==> src/sv/ius_pkg.sv <==
// ============================================================================
// ius_pkg - shared types and constants of the integer upscale pixel writer
// Holds the configuration record, the job and write records passed between
// pipeline stages, register map codes and picture dimensions.
// ============================================================================
`default_nettype none

package ius_pkg;

    // Source picture size and largest replication factor.
    localparam int SRC_WIDTH  = 160;
    localparam int SRC_HEIGHT = 144;
    localparam int MAX_SCALE  = 8;

    // Field widths fixed by the interface.
    localparam int COL_W    = 8;
    localparam int ROW_W    = 8;
    localparam int COLOR_W  = 32;
    localparam int OFFSET_W = 26;
    localparam int DIM_W    = 12;
    localparam int STRIDE_W = 14;
    localparam int SCALE_W  = 4;
    localparam int DATA_W   = 32;

    // Derived widths.
    localparam int CNT_W  = (MAX_SCALE > 1) ? $clog2(MAX_SCALE) : 1;
    localparam int NUM_W  = $clog2(MAX_SCALE + 1);
    localparam int BASE_W = DIM_W + 1;
    localparam int XOFF_W = DIM_W + 2;

    // RGB565 packing masks.
    localparam logic [15:0] MASK_RED   = 16'hF800;
    localparam logic [15:0] MASK_GREEN = 16'h07E0;
    localparam logic [15:0] MASK_BLUE  = 16'h001F;

    // Register map: register i sits at byte address 4*i.
    localparam int APB_ADDR_W = 5;
    localparam int REG_IDX_W  = APB_ADDR_W - 2;
    localparam logic [REG_IDX_W-1:0] REG_PANEL_WIDTH  = 3'd0;
    localparam logic [REG_IDX_W-1:0] REG_PANEL_HEIGHT = 3'd1;
    localparam logic [REG_IDX_W-1:0] REG_LINE_STRIDE  = 3'd2;
    localparam logic [REG_IDX_W-1:0] REG_WIDE_PIXELS  = 3'd3;
    localparam logic [REG_IDX_W-1:0] REG_SCALE_FACTOR = 3'd4;
    localparam logic [REG_IDX_W-1:0] REG_LEFT_OFFSET  = 3'd5;
    localparam logic [REG_IDX_W-1:0] REG_TOP_OFFSET   = 3'd6;

    // Register reset values.
    localparam logic [DIM_W-1:0]    RST_PANEL_WIDTH  = 12'd160;
    localparam logic [DIM_W-1:0]    RST_PANEL_HEIGHT = 12'd144;
    localparam logic [STRIDE_W-1:0] RST_LINE_STRIDE  = 14'd640;
    localparam logic                RST_WIDE_PIXELS  = 1'b1;
    localparam logic [SCALE_W-1:0]  RST_SCALE_FACTOR = 4'd1;
    localparam logic [DIM_W-1:0]    RST_LEFT_OFFSET  = 12'd0;
    localparam logic [DIM_W-1:0]    RST_TOP_OFFSET   = 12'd0;

    typedef struct packed {
        logic [DIM_W-1:0]    panel_width;
        logic [DIM_W-1:0]    panel_height;
        logic [STRIDE_W-1:0] line_stride;
        logic                wide_pixels;
        logic [SCALE_W-1:0]  scale_factor;
        logic [DIM_W-1:0]    left_offset;
        logic [DIM_W-1:0]    top_offset;
    } cfg_t;

    // One source pixel after block placement and clipping.
    typedef struct packed {
        logic [BASE_W-1:0] base_x;
        logic [BASE_W-1:0] base_y;
        logic [CNT_W-1:0]  ncols_m1;
        logic [CNT_W-1:0]  nrows_m1;
        logic [DATA_W-1:0] data;
    } job_t;

    // One framebuffer write before address arithmetic.
    typedef struct packed {
        logic [DIM_W-1:0]  fx;
        logic [DIM_W-1:0]  fy;
        logic [DATA_W-1:0] data;
        logic              last;
    } wr_t;

endpackage

`default_nettype wire

==> src/sv/integer_upscale_pixel_writer.sv <==
// Path: an item passes the placement, clipping, sequencer, multiply and output registers in turn.
// Throughput: one write per cycle while out_stall is low; an item with n visible writes holds the
// sequencer for n writes, so up to 64 writes at scale 8, and an item with no visible writes is
// dropped at its input. The sequencer walks a block one write at a time and sets the rate.
// Reset (rst_n low, asynchronous) empties every stage and loads the register reset values.
// ============================================================================
// integer_upscale_pixel_writer - nearest-neighbor integer scaler, pixel writer
// Expands each source pixel into the framebuffer writes of its scaled block.
// ============================================================================
`default_nettype none

module integer_upscale_pixel_writer (
    input  wire logic                            clk,
    input  wire logic                            rst_n,
    // Configuration port.
    input  wire logic                            psel,
    input  wire logic                            penable,
    input  wire logic                            pwrite,
    input  wire logic [ius_pkg::APB_ADDR_W-1:0]  paddr,
    input  wire logic [31:0]                     pwdata,
    output logic      [31:0]                     prdata,
    output logic                                 pready,
    // Source pixel channel.
    input  wire logic                            in_valid,
    output logic                                 in_stall,
    input  wire logic [ius_pkg::COL_W-1:0]       src_column,
    input  wire logic [ius_pkg::ROW_W-1:0]       src_row,
    input  wire logic [ius_pkg::COLOR_W-1:0]     pixel_color,
    // Framebuffer write channel.
    output logic                                 out_valid,
    input  wire logic                            out_stall,
    output logic [ius_pkg::OFFSET_W-1:0]         byte_offset,
    output logic [ius_pkg::DATA_W-1:0]           pixel_data,
    output logic                                 last_write
);
    import ius_pkg::*;

    // The pipeline runs in five register stages:
    //   stage 0  places the block on the panel (column and row times the scale plus the
    //            offsets) and formats the color, packing it to RGB565 in 16 bpp mode;
    //   stage 1  clips the block against the panel size. Because the block starts at its
    //            top left corner, the visible writes always form a prefix of lines and of
    //            columns, so two counts describe them fully. A source pixel outside the
    //            picture or a block entirely off the panel becomes an empty job;
    //   stage 2  the sequencer steps through the visible lines and columns, one write per
    //            cycle while the output is not stalled, and marks the final one. Empty jobs
    //            are dropped here and never occupy the sequencer, so they never produce a write;
    //   stage 3  multiplies the line by the stride and scales the column by the pixel size;
    //   stage 4  adds both into the output register.
    // Each stage takes new data whenever it is empty or its content moves on, so bubbles
    // close up and a stalled output holds its item while earlier stages keep filling.

    cfg_t  cfg;
    logic  job_valid, job_empty, job_ready;
    job_t  job;
    logic  wr_valid, wr_ready;
    wr_t   wr;

    ius_regs u_regs (
        .clk     (clk),
        .rst_n   (rst_n),
        .psel    (psel),
        .penable (penable),
        .pwrite  (pwrite),
        .paddr   (paddr),
        .pwdata  (pwdata),
        .prdata  (prdata),
        .pready  (pready),
        .cfg     (cfg)
    );

    ius_prep u_prep (
        .clk         (clk),
        .rst_n       (rst_n),
        .cfg         (cfg),
        .in_valid    (in_valid),
        .in_stall    (in_stall),
        .src_column  (src_column),
        .src_row     (src_row),
        .pixel_color (pixel_color),
        .job_valid   (job_valid),
        .job_empty   (job_empty),
        .job         (job),
        .job_ready   (job_ready)
    );

    ius_gen u_gen (
        .clk       (clk),
        .rst_n     (rst_n),
        .job_valid (job_valid),
        .job_empty (job_empty),
        .job       (job),
        .job_ready (job_ready),
        .wr_valid  (wr_valid),
        .wr        (wr),
        .wr_ready  (wr_ready)
    );

    ius_addr u_addr (
        .clk         (clk),
        .rst_n       (rst_n),
        .cfg         (cfg),
        .wr_valid    (wr_valid),
        .wr          (wr),
        .wr_ready    (wr_ready),
        .out_valid   (out_valid),
        .out_stall   (out_stall),
        .byte_offset (byte_offset),
        .pixel_data  (pixel_data),
        .last_write  (last_write)
    );

endmodule

`default_nettype wire

==> src/sv/ius_regs.sv <==
// ============================================================================
// ius_regs - configuration register file
// APB-style slave with zero wait states holding the seven control registers.
// ============================================================================
`default_nettype none

module ius_regs (
    input  wire logic                            clk,
    input  wire logic                            rst_n,
    input  wire logic                            psel,
    input  wire logic                            penable,
    input  wire logic                            pwrite,
    input  wire logic [ius_pkg::APB_ADDR_W-1:0]  paddr,
    input  wire logic [31:0]                     pwdata,
    output logic      [31:0]                     prdata,
    output logic                                 pready,
    output ius_pkg::cfg_t                        cfg
);
    import ius_pkg::*;

    cfg_t                 cfg_reg;
    cfg_t                 cfg_next;
    logic                 wr_en;
    logic [REG_IDX_W-1:0] idx;

    assign pready = 1'b1;
    assign wr_en  = psel && penable && pwrite;
    assign idx    = paddr[APB_ADDR_W-1:2];
    assign cfg    = cfg_reg;

    always_comb
    begin
        cfg_next = cfg_reg;
        if (wr_en)
        begin
            unique case (idx)
                REG_PANEL_WIDTH:  cfg_next.panel_width  = pwdata[DIM_W-1:0];
                REG_PANEL_HEIGHT: cfg_next.panel_height = pwdata[DIM_W-1:0];
                REG_LINE_STRIDE:  cfg_next.line_stride  = pwdata[STRIDE_W-1:0];
                REG_WIDE_PIXELS:  cfg_next.wide_pixels  = pwdata[0];
                REG_SCALE_FACTOR: cfg_next.scale_factor = pwdata[SCALE_W-1:0];
                REG_LEFT_OFFSET:  cfg_next.left_offset  = pwdata[DIM_W-1:0];
                REG_TOP_OFFSET:   cfg_next.top_offset   = pwdata[DIM_W-1:0];
                default:          cfg_next = cfg_reg;
            endcase
        end
    end

    always_ff @(posedge clk or negedge rst_n)
    begin
        if (!rst_n)
        begin
            cfg_reg.panel_width  <= RST_PANEL_WIDTH;
            cfg_reg.panel_height <= RST_PANEL_HEIGHT;
            cfg_reg.line_stride  <= RST_LINE_STRIDE;
            cfg_reg.wide_pixels  <= RST_WIDE_PIXELS;
            cfg_reg.scale_factor <= RST_SCALE_FACTOR;
            cfg_reg.left_offset  <= RST_LEFT_OFFSET;
            cfg_reg.top_offset   <= RST_TOP_OFFSET;
        end
        else
        begin
            cfg_reg <= cfg_next;
        end
    end

    always_comb
    begin
        unique case (idx)
            REG_PANEL_WIDTH:  prdata = 32'(cfg_reg.panel_width);
            REG_PANEL_HEIGHT: prdata = 32'(cfg_reg.panel_height);
            REG_LINE_STRIDE:  prdata = 32'(cfg_reg.line_stride);
            REG_WIDE_PIXELS:  prdata = 32'(cfg_reg.wide_pixels);
            REG_SCALE_FACTOR: prdata = 32'(cfg_reg.scale_factor);
            REG_LEFT_OFFSET:  prdata = 32'(cfg_reg.left_offset);
            REG_TOP_OFFSET:   prdata = 32'(cfg_reg.top_offset);
            default:          prdata = 32'd0;
        endcase
    end

endmodule

`default_nettype wire

==> src/sv/ius_prep.sv <==
// ============================================================================
// ius_prep - block placement and clipping stages
// Stage 0 places the scaled block and formats the color; stage 1 clips the
// block against the panel and counts the visible columns and lines.
// ============================================================================
`default_nettype none

module ius_prep (
    input  wire logic                          clk,
    input  wire logic                          rst_n,
    input  wire ius_pkg::cfg_t                 cfg,
    input  wire logic                          in_valid,
    output logic                               in_stall,
    input  wire logic [ius_pkg::COL_W-1:0]     src_column,
    input  wire logic [ius_pkg::ROW_W-1:0]     src_row,
    input  wire logic [ius_pkg::COLOR_W-1:0]   pixel_color,
    output logic                               job_valid,
    output logic                               job_empty,
    output ius_pkg::job_t                      job,
    input  wire logic                          job_ready
);
    import ius_pkg::*;

    function automatic logic [DATA_W-1:0] pack565(input logic [COLOR_W-1:0] c);
        logic [15:0] p;
        p = (c[23:8] & MASK_RED) | (c[20:5] & MASK_GREEN) | (c[18:3] & MASK_BLUE);
        return {16'h0000, p};
    endfunction

    // Stage 0
    logic              s0_valid_reg, s0_valid_next;
    logic              s0_in_pic_reg;
    logic [BASE_W-1:0] s0_base_x_reg, s0_base_y_reg;
    logic [NUM_W-1:0]  s0_scale_reg;
    logic [DATA_W-1:0] s0_data_reg;

    // Stage 1
    logic              s1_valid_reg, s1_valid_next;
    logic              s1_empty_reg;
    job_t              s1_job_reg;

    logic              s0_open, s1_open;
    logic [NUM_W-1:0]  scale;
    logic              in_pic;
    logic [BASE_W-1:0] base_x, base_y;
    logic [BASE_W-1:0] diff_x, diff_y;
    logic [NUM_W-1:0]  ncols, nrows;
    job_t              job_new;

    assign s1_open  = !s1_valid_reg || job_ready;
    assign s0_open  = !s0_valid_reg || s1_open;
    assign in_stall = !s0_open;

    // A scale of zero acts as one, anything above the maximum as the maximum.
    always_comb
    begin
        priority if (cfg.scale_factor == '0)
            scale = NUM_W'(1);
        else if (32'(cfg.scale_factor) > 32'(MAX_SCALE))
            scale = NUM_W'(MAX_SCALE);
        else
            scale = NUM_W'(cfg.scale_factor);
    end

    assign in_pic = (32'(src_column) < 32'(SRC_WIDTH)) && (32'(src_row) < 32'(SRC_HEIGHT));
    assign base_x = BASE_W'(cfg.left_offset) + BASE_W'(BASE_W'(src_column) * BASE_W'(scale));
    assign base_y = BASE_W'(cfg.top_offset) + BASE_W'(BASE_W'(src_row) * BASE_W'(scale));

    assign s0_valid_next = s0_open ? in_valid : s0_valid_reg;
    assign s1_valid_next = s1_open ? s0_valid_reg : s1_valid_reg;

    // Visible columns and lines form a prefix of the block.
    assign diff_x = BASE_W'({1'b0, cfg.panel_width}) - s0_base_x_reg;
    assign diff_y = BASE_W'({1'b0, cfg.panel_height}) - s0_base_y_reg;

    always_comb
    begin
        priority if (s0_base_x_reg >= BASE_W'({1'b0, cfg.panel_width}))
            ncols = '0;
        else if (diff_x > BASE_W'(s0_scale_reg))
            ncols = s0_scale_reg;
        else
            ncols = NUM_W'(diff_x);

        priority if (s0_base_y_reg >= BASE_W'({1'b0, cfg.panel_height}))
            nrows = '0;
        else if (diff_y > BASE_W'(s0_scale_reg))
            nrows = s0_scale_reg;
        else
            nrows = NUM_W'(diff_y);
    end

    always_comb
    begin
        job_new.base_x   = s0_base_x_reg;
        job_new.base_y   = s0_base_y_reg;
        job_new.ncols_m1 = CNT_W'(ncols - NUM_W'(1));
        job_new.nrows_m1 = CNT_W'(nrows - NUM_W'(1));
        job_new.data     = s0_data_reg;
    end

    always_ff @(posedge clk or negedge rst_n)
    begin
        if (!rst_n)
        begin
            s0_valid_reg <= 1'b0;
            s1_valid_reg <= 1'b0;
        end
        else
        begin
            s0_valid_reg <= s0_valid_next;
            s1_valid_reg <= s1_valid_next;
        end
    end

    always_ff @(posedge clk)
    begin
        if (s0_open)
        begin
            s0_in_pic_reg <= in_pic;
            s0_base_x_reg <= base_x;
            s0_base_y_reg <= base_y;
            s0_scale_reg  <= scale;
            s0_data_reg   <= cfg.wide_pixels ? pixel_color : pack565(pixel_color);
        end
        if (s1_open)
        begin
            s1_empty_reg <= !s0_in_pic_reg || (ncols == '0) || (nrows == '0);
            s1_job_reg   <= job_new;
        end
    end

    assign job_valid = s1_valid_reg;
    assign job_empty = s1_empty_reg;
    assign job       = s1_job_reg;

endmodule

`default_nettype wire

==> src/sv/ius_gen.sv <==
// ============================================================================
// ius_gen - write sequencer
// Walks the visible part of one block line by line, one write per cycle
// unless stalled, and marks the final write. Empty jobs are dropped.
// ============================================================================
`default_nettype none

module ius_gen (
    input  wire logic          clk,
    input  wire logic          rst_n,
    input  wire logic          job_valid,
    input  wire logic          job_empty,
    input  wire ius_pkg::job_t job,
    output logic               job_ready,
    output logic               wr_valid,
    output ius_pkg::wr_t       wr,
    input  wire logic          wr_ready
);
    import ius_pkg::*;

    logic             active_reg, active_next;
    logic [CNT_W-1:0] sx_reg, sx_next;
    logic [CNT_W-1:0] sy_reg, sy_next;
    job_t             job_reg;

    logic col_end, row_end, finishing, load;

    assign col_end   = (sx_reg == job_reg.ncols_m1);
    assign row_end   = (sy_reg == job_reg.nrows_m1);
    assign finishing = active_reg && wr_ready && col_end && row_end;
    assign job_ready = job_empty || !active_reg || finishing;
    assign load      = job_valid && !job_empty && (!active_reg || finishing);

    always_comb
    begin
        active_next = active_reg;
        sx_next     = sx_reg;
        sy_next     = sy_reg;
        if (active_reg && wr_ready)
        begin
            if (col_end)
            begin
                sx_next = '0;
                if (row_end)
                    active_next = 1'b0;
                else
                    sy_next = sy_reg + CNT_W'(1);
            end
            else
            begin
                sx_next = sx_reg + CNT_W'(1);
            end
        end
        if (load)
        begin
            active_next = 1'b1;
            sx_next     = '0;
            sy_next     = '0;
        end
    end

    always_ff @(posedge clk or negedge rst_n)
    begin
        if (!rst_n)
        begin
            active_reg <= 1'b0;
            sx_reg     <= '0;
            sy_reg     <= '0;
        end
        else
        begin
            active_reg <= active_next;
            sx_reg     <= sx_next;
            sy_reg     <= sy_next;
        end
    end

    always_ff @(posedge clk)
    begin
        if (load)
            job_reg <= job;
    end

    assign wr_valid = active_reg;

    always_comb
    begin
        wr.fx   = DIM_W'(job_reg.base_x + BASE_W'(sx_reg));
        wr.fy   = DIM_W'(job_reg.base_y + BASE_W'(sy_reg));
        wr.data = job_reg.data;
        wr.last = col_end && row_end;
    end

endmodule

`default_nettype wire

==> src/sv/ius_addr.sv <==
// ============================================================================
// ius_addr - byte offset stages and output register
// Multiplies the line by the stride, scales the column by the pixel size,
// then adds the two into the output register.
// ============================================================================
`default_nettype none

module ius_addr (
    input  wire logic                          clk,
    input  wire logic                          rst_n,
    input  wire ius_pkg::cfg_t                 cfg,
    input  wire logic                          wr_valid,
    input  wire ius_pkg::wr_t                  wr,
    output logic                               wr_ready,
    output logic                               out_valid,
    input  wire logic                          out_stall,
    output logic [ius_pkg::OFFSET_W-1:0]       byte_offset,
    output logic [ius_pkg::DATA_W-1:0]         pixel_data,
    output logic                               last_write
);
    import ius_pkg::*;

    logic                m_valid_reg, m_valid_next;
    logic [OFFSET_W-1:0] m_prod_reg;
    logic [XOFF_W-1:0]   m_xoff_reg;
    logic [DATA_W-1:0]   m_data_reg;
    logic                m_last_reg;

    logic                o_valid_reg, o_valid_next;
    logic [OFFSET_W-1:0] o_offset_reg;
    logic [DATA_W-1:0]   o_data_reg;
    logic                o_last_reg;

    logic                m_open, o_open;
    logic [OFFSET_W-1:0] prod;
    logic [XOFF_W-1:0]   xoff;

    assign o_open   = !o_valid_reg || !out_stall;
    assign m_open   = !m_valid_reg || o_open;
    assign wr_ready = m_open;

    assign prod = OFFSET_W'(OFFSET_W'(wr.fy) * OFFSET_W'(cfg.line_stride));
    assign xoff = cfg.wide_pixels ? {wr.fx, 2'b00} : {1'b0, wr.fx, 1'b0};

    assign m_valid_next = m_open ? wr_valid : m_valid_reg;
    assign o_valid_next = o_open ? m_valid_reg : o_valid_reg;

    always_ff @(posedge clk or negedge rst_n)
    begin
        if (!rst_n)
        begin
            m_valid_reg <= 1'b0;
            o_valid_reg <= 1'b0;
        end
        else
        begin
            m_valid_reg <= m_valid_next;
            o_valid_reg <= o_valid_next;
        end
    end

    always_ff @(posedge clk)
    begin
        if (m_open)
        begin
            m_prod_reg <= prod;
            m_xoff_reg <= xoff;
            m_data_reg <= wr.data;
            m_last_reg <= wr.last;
        end
        if (o_open)
        begin
            // The sum wraps modulo the offset width.
            o_offset_reg <= m_prod_reg + OFFSET_W'(m_xoff_reg);
            o_data_reg   <= m_data_reg;
            o_last_reg   <= m_last_reg;
        end
    end

    assign out_valid   = o_valid_reg;
    assign byte_offset = o_offset_reg;
    assign pixel_data  = o_data_reg;
    assign last_write  = o_last_reg;

endmodule

`default_nettype wire

==> config.mk <==
export PLATFORM = sky130hd
export DESIGN_NAME = integer_upscale_pixel_writer
export DESIGN_NICKNAME = d
export VERILOG_FILES = /design/src/sv/ius_pkg.sv /design/src/sv/integer_upscale_pixel_writer.sv /design/src/sv/ius_regs.sv /design/src/sv/ius_prep.sv /design/src/sv/ius_gen.sv /design/src/sv/ius_addr.sv
export SDC_FILE = /design/constraint.sdc
export NUM_CORES = 1
export LEC_CHECK = 0
export ABC_CLOCK_PERIOD_IN_PS = 14650
export CAP_MARGIN = 20
export CORE_ASPECT_RATIO = 1.25
export CORE_MARGIN = 1
export CORE_UTILIZATION = 33
export CTS_BUF_LIST = sky130_fd_sc_hd__clkbuf_8
export DETAILED_ROUTE_END_ITERATION = 6
export DONT_BUFFER_PORTS = 1
export PLACE_DENSITY = 0.48
export SYNTH_ARGS = -nofsm -noshare
export SYNTH_HDL_FRONTEND = slang
export SYNTH_HIERARCHICAL = 1
export SYNTH_SLANG_ARGS = --single-unit
==> constraint.sdc <==
create_clock -name clk -period 14.65 [get_ports clk]
set_input_delay 4.395 -clock clk [delete_from_list [all_inputs] [get_ports clk]]
set_output_delay 4.395 -clock clk [all_outputs]
set_load 0.02 [all_outputs]
==> results of run 1 <==
routing by layer:
metal / up-vias / track usage, % / share of wire, %
met4: 2 / 5.79 / 2.8
met1: 7458 / 17.0 / 41
met5: - / 0 / 0.023
met2: 353 / 26.6 / 51
met3: 107 / 2.91 / 4.6
li1: 7260 / - / -
worst max-delay path by stage:
stage,startpoint,end,slack (ns),cells after the start
detailed placement,out_stall,in_stall,4.05,6
global placement,out_stall,in_stall,4.06,6
CTS,out_stall,in_stall,4.04,6
global route,out_stall,in_stall,4.00,6
finish,out_stall,in_stall,4.18,6
floorplan,out_stall,in_stall,0.97,5
cell usage in the layout (no fill, tap or decap), types with 7 or more instances in the layout:
cell type  instances
xnor2_1           61
and3_1            10
clkinv_2           7
a21boi_0           8
dfrtp_1           70
o211ai_1           8
nor2_1            73
dfstp_2            8
clkinv_1          16
nand3_1           25
edfxtp_1         319
conb_1            19
a221oi_1           9
o21ai_0           42
a21oi_1           70
xor2_1            23
a22oi_1            8
a31oi_1           10
ha_1             159
nor3_1            14
o21a_1            10
and2_1           112
mux2_4            10
fa_1             167
mux2i_1           21
nand2_1          198
mux2_2            97
a21o_1            24
buf_4             20
nand4_1           17
nand2b_1          21
nor2b_1           18
clkbuf_8          75
inv_1            340
power by group:
part,switching (mW),internal (mW)
Sequential,0.291,1.73
Combinational,2.03,1.47
Clock,0.478,0.537
area by class of cell:
| class | instances | area, um2 |
|---|---|---|
| clock inverters | 53 | 362 |
| fillers | 7458 | 48500 |
| repair buffers | 21 | 161 |
| diodes | 1 | 2.50 |
| clock buffers | 75 | 1030 |
| flip-flops and latches | 397 | 11500 |
| well taps | 977 | 1220 |
| multi-input cells | 1348 | 12200 |
| inverters | 322 | 1210 |
through the flow:
step           std cells  hold WS [ns]  total power [mW]  worst slack (ns)  cell area [um2]
5_1_grt             3194         0.385              7.21              4.00            27700
6_report            3194         0.373              6.54              4.18            27700
3_5_place_dp        3062         0.405              5.57              4.05            26300
3_3_place_gp        3058         0.400              5.50              4.06            26300
4_1_cts             3190         0.369              6.65              4.04            27700
2_1_floorplan       2175         0.400              4.71             0.968            25600
==> run_results.csv, run 1 <==
group,metric,value,unit
status,status,"complete, no violations",
global_routing,grt_pass1_vias,16300,
setup_path,critPathBufInv,2,
sta,min_period_over_period,71.5,%
setup_path,cp_max_fo,78,
drt,wire_per_inst,17.9,um
drt,drt_pass1_iterations,5,
final_layout,drive_gt1_share,12.3,%
drt,routed_wl,57.2,mm
setup_path,slowest_delay,0.40,ns
global_routing,grt_start_max_net_pins,79,
floorplanning,row_count,113,
setup_path,setup.worst_path.class,"in -> out",
cts,cts.repair.resized,0,
sta,finalSetupViolations,0,
power,ir_drop,142,uV
setup_path,worstPathRequired,10.26,ns
floorplanning,die_y,313,um
cts,clock_latency,0.67,ns
floorplanning,start_util,33.5,%
final_layout,largest_register_ff_count,67,
sta,rsz0062_at_grt,"false",
cts,cts-buffers-inserted,71,
power,p_leak,12.0,nW
final_layout,area_delta_synth_final,8.72,%
setup_path,crit_family,"buffers and inverters",
cts,cts_root_buffer,"clkbuf_8",
setup_path,reg2reg_from,"u_gen/sy_reg[0]$_DFFE_PN0P_",
setup_path,reg2reg_depth,24,
cts,cts_setup_buffers,0,
flow_run,drv_cap,0,
global_routing,gr-usage-all-layers,14.7,%
yosys,synth.cell_area,25500,um2
final_layout,fin_nets,2579,
global_routing,grt_pass1_wl,89.9,mm
floorplanning,die_x,251,um
worst_hold_path,hold_depth,0,
worst_hold_path,hp-class,"reg -> reg",
setup_path,r2r-end,"u_addr/m_prod_reg[22]$_DFFE_PP_",
floorplanning,coreArea,76200,um2
setup_path,reg2reg_slack,7.61,ns
sta,slew-limit-headroom,27.8,%
setup_path,critPathArrivalTime,6.07,ns
sta,finalWorstPathRequiredPeriod,10.47,ns
sta,tns,0,ns
sta,worst_pin_slew,1.08,ns
final_layout,finish.utilization,36.4,%
cts,h-tree-depth,3,
yosys,ys_warn_count,6,
worst_hold_path,hp-start,"u_addr/m_data_reg[13]$_DFFE_PP_",
yosys,syn_inst,2158,
drt,vias,15200,
drt,postRouteAntennaNets,0,
sta,finClkSkew,0.0433,ns
cts,cts_tree,"built",
drt,drc_errors,0,
place,dpl.hpwl,43.4,mm
drt,drt_iter0_markers,693,
drt,vias_per_cell,4.75,
sta,slew_violations,0,
power,p_per_area,236,nW/um2
floorplanning,ios,186,
global_routing,overflow,0,
setup_path,cpMaxStageDelayCell,"buf_4",
worst_hold_path,min_to,"u_addr/pixel_data[13]$_DFFE_PP_",
sta,fmax,95.5,MHz
floorplanning,dieArea,78400,um2
sta,hold_violations,0,
cts,ctsHoldBuffers,0,
cts,clock-sinks,397,
setup_path,cp_cell_sequence,"nand3_4, buf_4, a21o_1, or2_2, nand3b_1, inv_1",
yosys,synth.avg_cell_area,11.8,um2
cts,clk_pin_slew,0.06,ns
global_routing,antenna_found_initial,3,
place,gp_congestion,0.854,
setup_path,critPathLaunchType,"input pin",
place,io_buffers,0,
setup_path,worstSetupEndpointType,"primary output",
cts,clockBufferDepth,3,
Note: power is estimated with default switching activity, not from simulation.
==> run 2, diff against run 1 <==
- ABC_CLOCK_PERIOD_IN_PS: 14650 -> 9600
- PLACE_DENSITY: 0.48 -> 0.49
- clock period: 14.65 -> 9.6 ns (I/O delays scaled with it)
==> run 2 against run 1 <==
  * Count of clock-buffer cells in the layout shrank 2
  * Final area is essentially flat
  * Register-to-register slack lost 4.9 ns
  * Global-route usage shrank 0.25 points
  * Largest power group unchanged
  * Final cell count is essentially flat
  * Worst setup slack lost 1.7 ns
==> run_results.csv, run 2 (synthesis results as in run 1) <==
group,metric,value,unit
drt,vias_per_cell,4.76,
drt,drt_pass1_iterations,5,
global_routing,gr-usage-all-layers,14.5,%
power,p_per_area,357,nW/um2
setup_path,critPathArrivalTime,4.21,ns
final_layout,finish.utilization,36.4,%
floorplanning,coreArea,76200,um2
floorplanning,dieArea,78400,um2
setup_path,worstSetupEndpointType,"primary output",
sta,hold_violations,0,
global_routing,overflow,0,
cts,ctsHoldBuffers,0,
flow_run,drv_cap,0,
setup_path,worstPathRequired,6.72,ns
cts,clock_latency,0.67,ns
status,status,"complete, no violations",
final_layout,drive_gt1_share,12.5,%
sta,finalSetupViolations,0,
final_layout,fin_nets,2580,
drt,drc_errors,0,
sta,min_period_over_period,73.8,%
drt,drt_iter0_markers,716,
global_routing,grt_pass1_vias,16100,
cts,cts.repair.resized,0,
drt,postRouteAntennaNets,0,
global_routing,grt_start_max_net_pins,79,
drt,routed_wl,56.3,mm
sta,rsz0062_at_grt,"false",
floorplanning,start_util,33.5,%
global_routing,grt_pass1_wl,88.7,mm
setup_path,critPathLaunchType,"input pin",
final_layout,area_delta_synth_final,8.63,%
sta,finalWorstPathRequiredPeriod,7.09,ns
final_layout,final_common_cell,"inv_1",
worst_hold_path,hp-class,"reg -> reg",
drt,wire_per_inst,17.6,um
place,gp_congestion,0.854,
sta,tns,0,ns
setup_path,setup.worst_path.class,"in -> out",
cts,cts_tree,"built",
power,ir_drop,224,uV
place,io_buffers,0,
setup_path,cp_max_fo,19,
final_layout,largest_register_ff_count,67,
cts,clk_pin_slew,0.06,ns
drt,vias,15200,
cts,cts-buffers-inserted,71,
cts,cts_setup_buffers,0,
sta,finClkSkew,0.0495,ns
power,p_leak,12.0,nW
sta,fmax,141,MHz
sta,worst_pin_slew,1.02,ns
final_layout,layout_common_cells,"340 x inv_1, 319 x edfxtp_1, 198 x nand2_1",
final_layout,n_fill_cell,7421,
floorplanning,row_count,113,
floorplanning,die_y,313,um
cts,cts_root_buffer,"clkbuf_8",
floorplanning,ios,186,
sta,slew-limit-headroom,32.2,%
place,dpl.hpwl,42.9,mm
floorplanning,die_x,251,um
cts,clockBufferDepth,3,
sta,slew_violations,0,
setup_path,reg2reg_slack,2.74,ns
cts,h-tree-depth,3,
cts,clock-sinks,397,
global_routing,antenna_found_initial,2,
## run 2: per-stage QoR
step           hold WS [ns]  total power, mW  worst slack, ns  area, um2  instances
2_1_floorplan         0.400             7.19            0.416      25600       2175
3_3_place_gp          0.401             8.38             2.19      26300       3058
3_5_place_dp          0.405             8.46             2.14      26300       3062
4_1_cts               0.376             10.1             2.14      27700       3188
5_1_grt               0.385             10.9             2.36      27700       3193
6_report              0.383             9.90             2.51      27700       3193
## run 2: path summary, 6_finish.rpt
path                                             startpoint  cells after the start                              end
worst max-delay path                               paddr[2]                      4                        prdata[3]
worst min-delay path               u_prep/job[20]$_DFFE_PP_                      0           u_gen/wr[21]$_DFFE_PP_
worst max register to register  u_gen/sy_reg[0]$_DFFE_PN0P_                     24  u_addr/m_prod_reg[22]$_DFFE_PP_
worst min register to register     u_prep/job[20]$_DFFE_PP_                      0           u_gen/wr[21]$_DFFE_PP_
max in group asynchronous                             rst_n                      0       u_regs/cfg[38]$_DFFE_PN1P_
min in group asynchronous                             rst_n                      0       u_regs/cfg[21]$_DFFE_PN0P_
## run 2: metal layers
metal	vias to the layer above	GRT usage [%]	share of wire [%]
met4	2	5.20	2.6
met1	7523	17.2	43
met3	96	2.96	4.4
li1	7264	-	-
met2	317	25.8	50
met5	-	0	0.023
## run 2: critical path, cell delays in order
cell and delay [ns]:
nor2b_1 0.45, buf_4 0.27, nand2_1 0.06, a31oi_1 0.52
## run 2: power breakdown
| group | switching [mW] | internal, mW |
|---|---|---|
| Sequential | 0.438 | 2.64 |
| Clock | 0.731 | 0.783 |
| Combinational | 3.07 | 2.24 |
## run 2: final cells by class
| type | count | area [um2] | share of cell area (%) |
|---|---|---|---|
| Clock buffer | 73 | 1000 | 3.63 |
| Inverter | 322 | 1210 | 4.36 |
| Multi-Input combinational cell | 1348 | 12200 | 44.0 |
| Clock inverter | 53 | 357 | 1.29 |
| Tap cell | 977 | 1220 | 4.41 |
| Sequential cell | 397 | 11500 | 41.7 |
| Timing Repair Buffer | 22 | 173 | 0.623 |
| Antenna cell | 1 | 2.50 | 0.00903 |
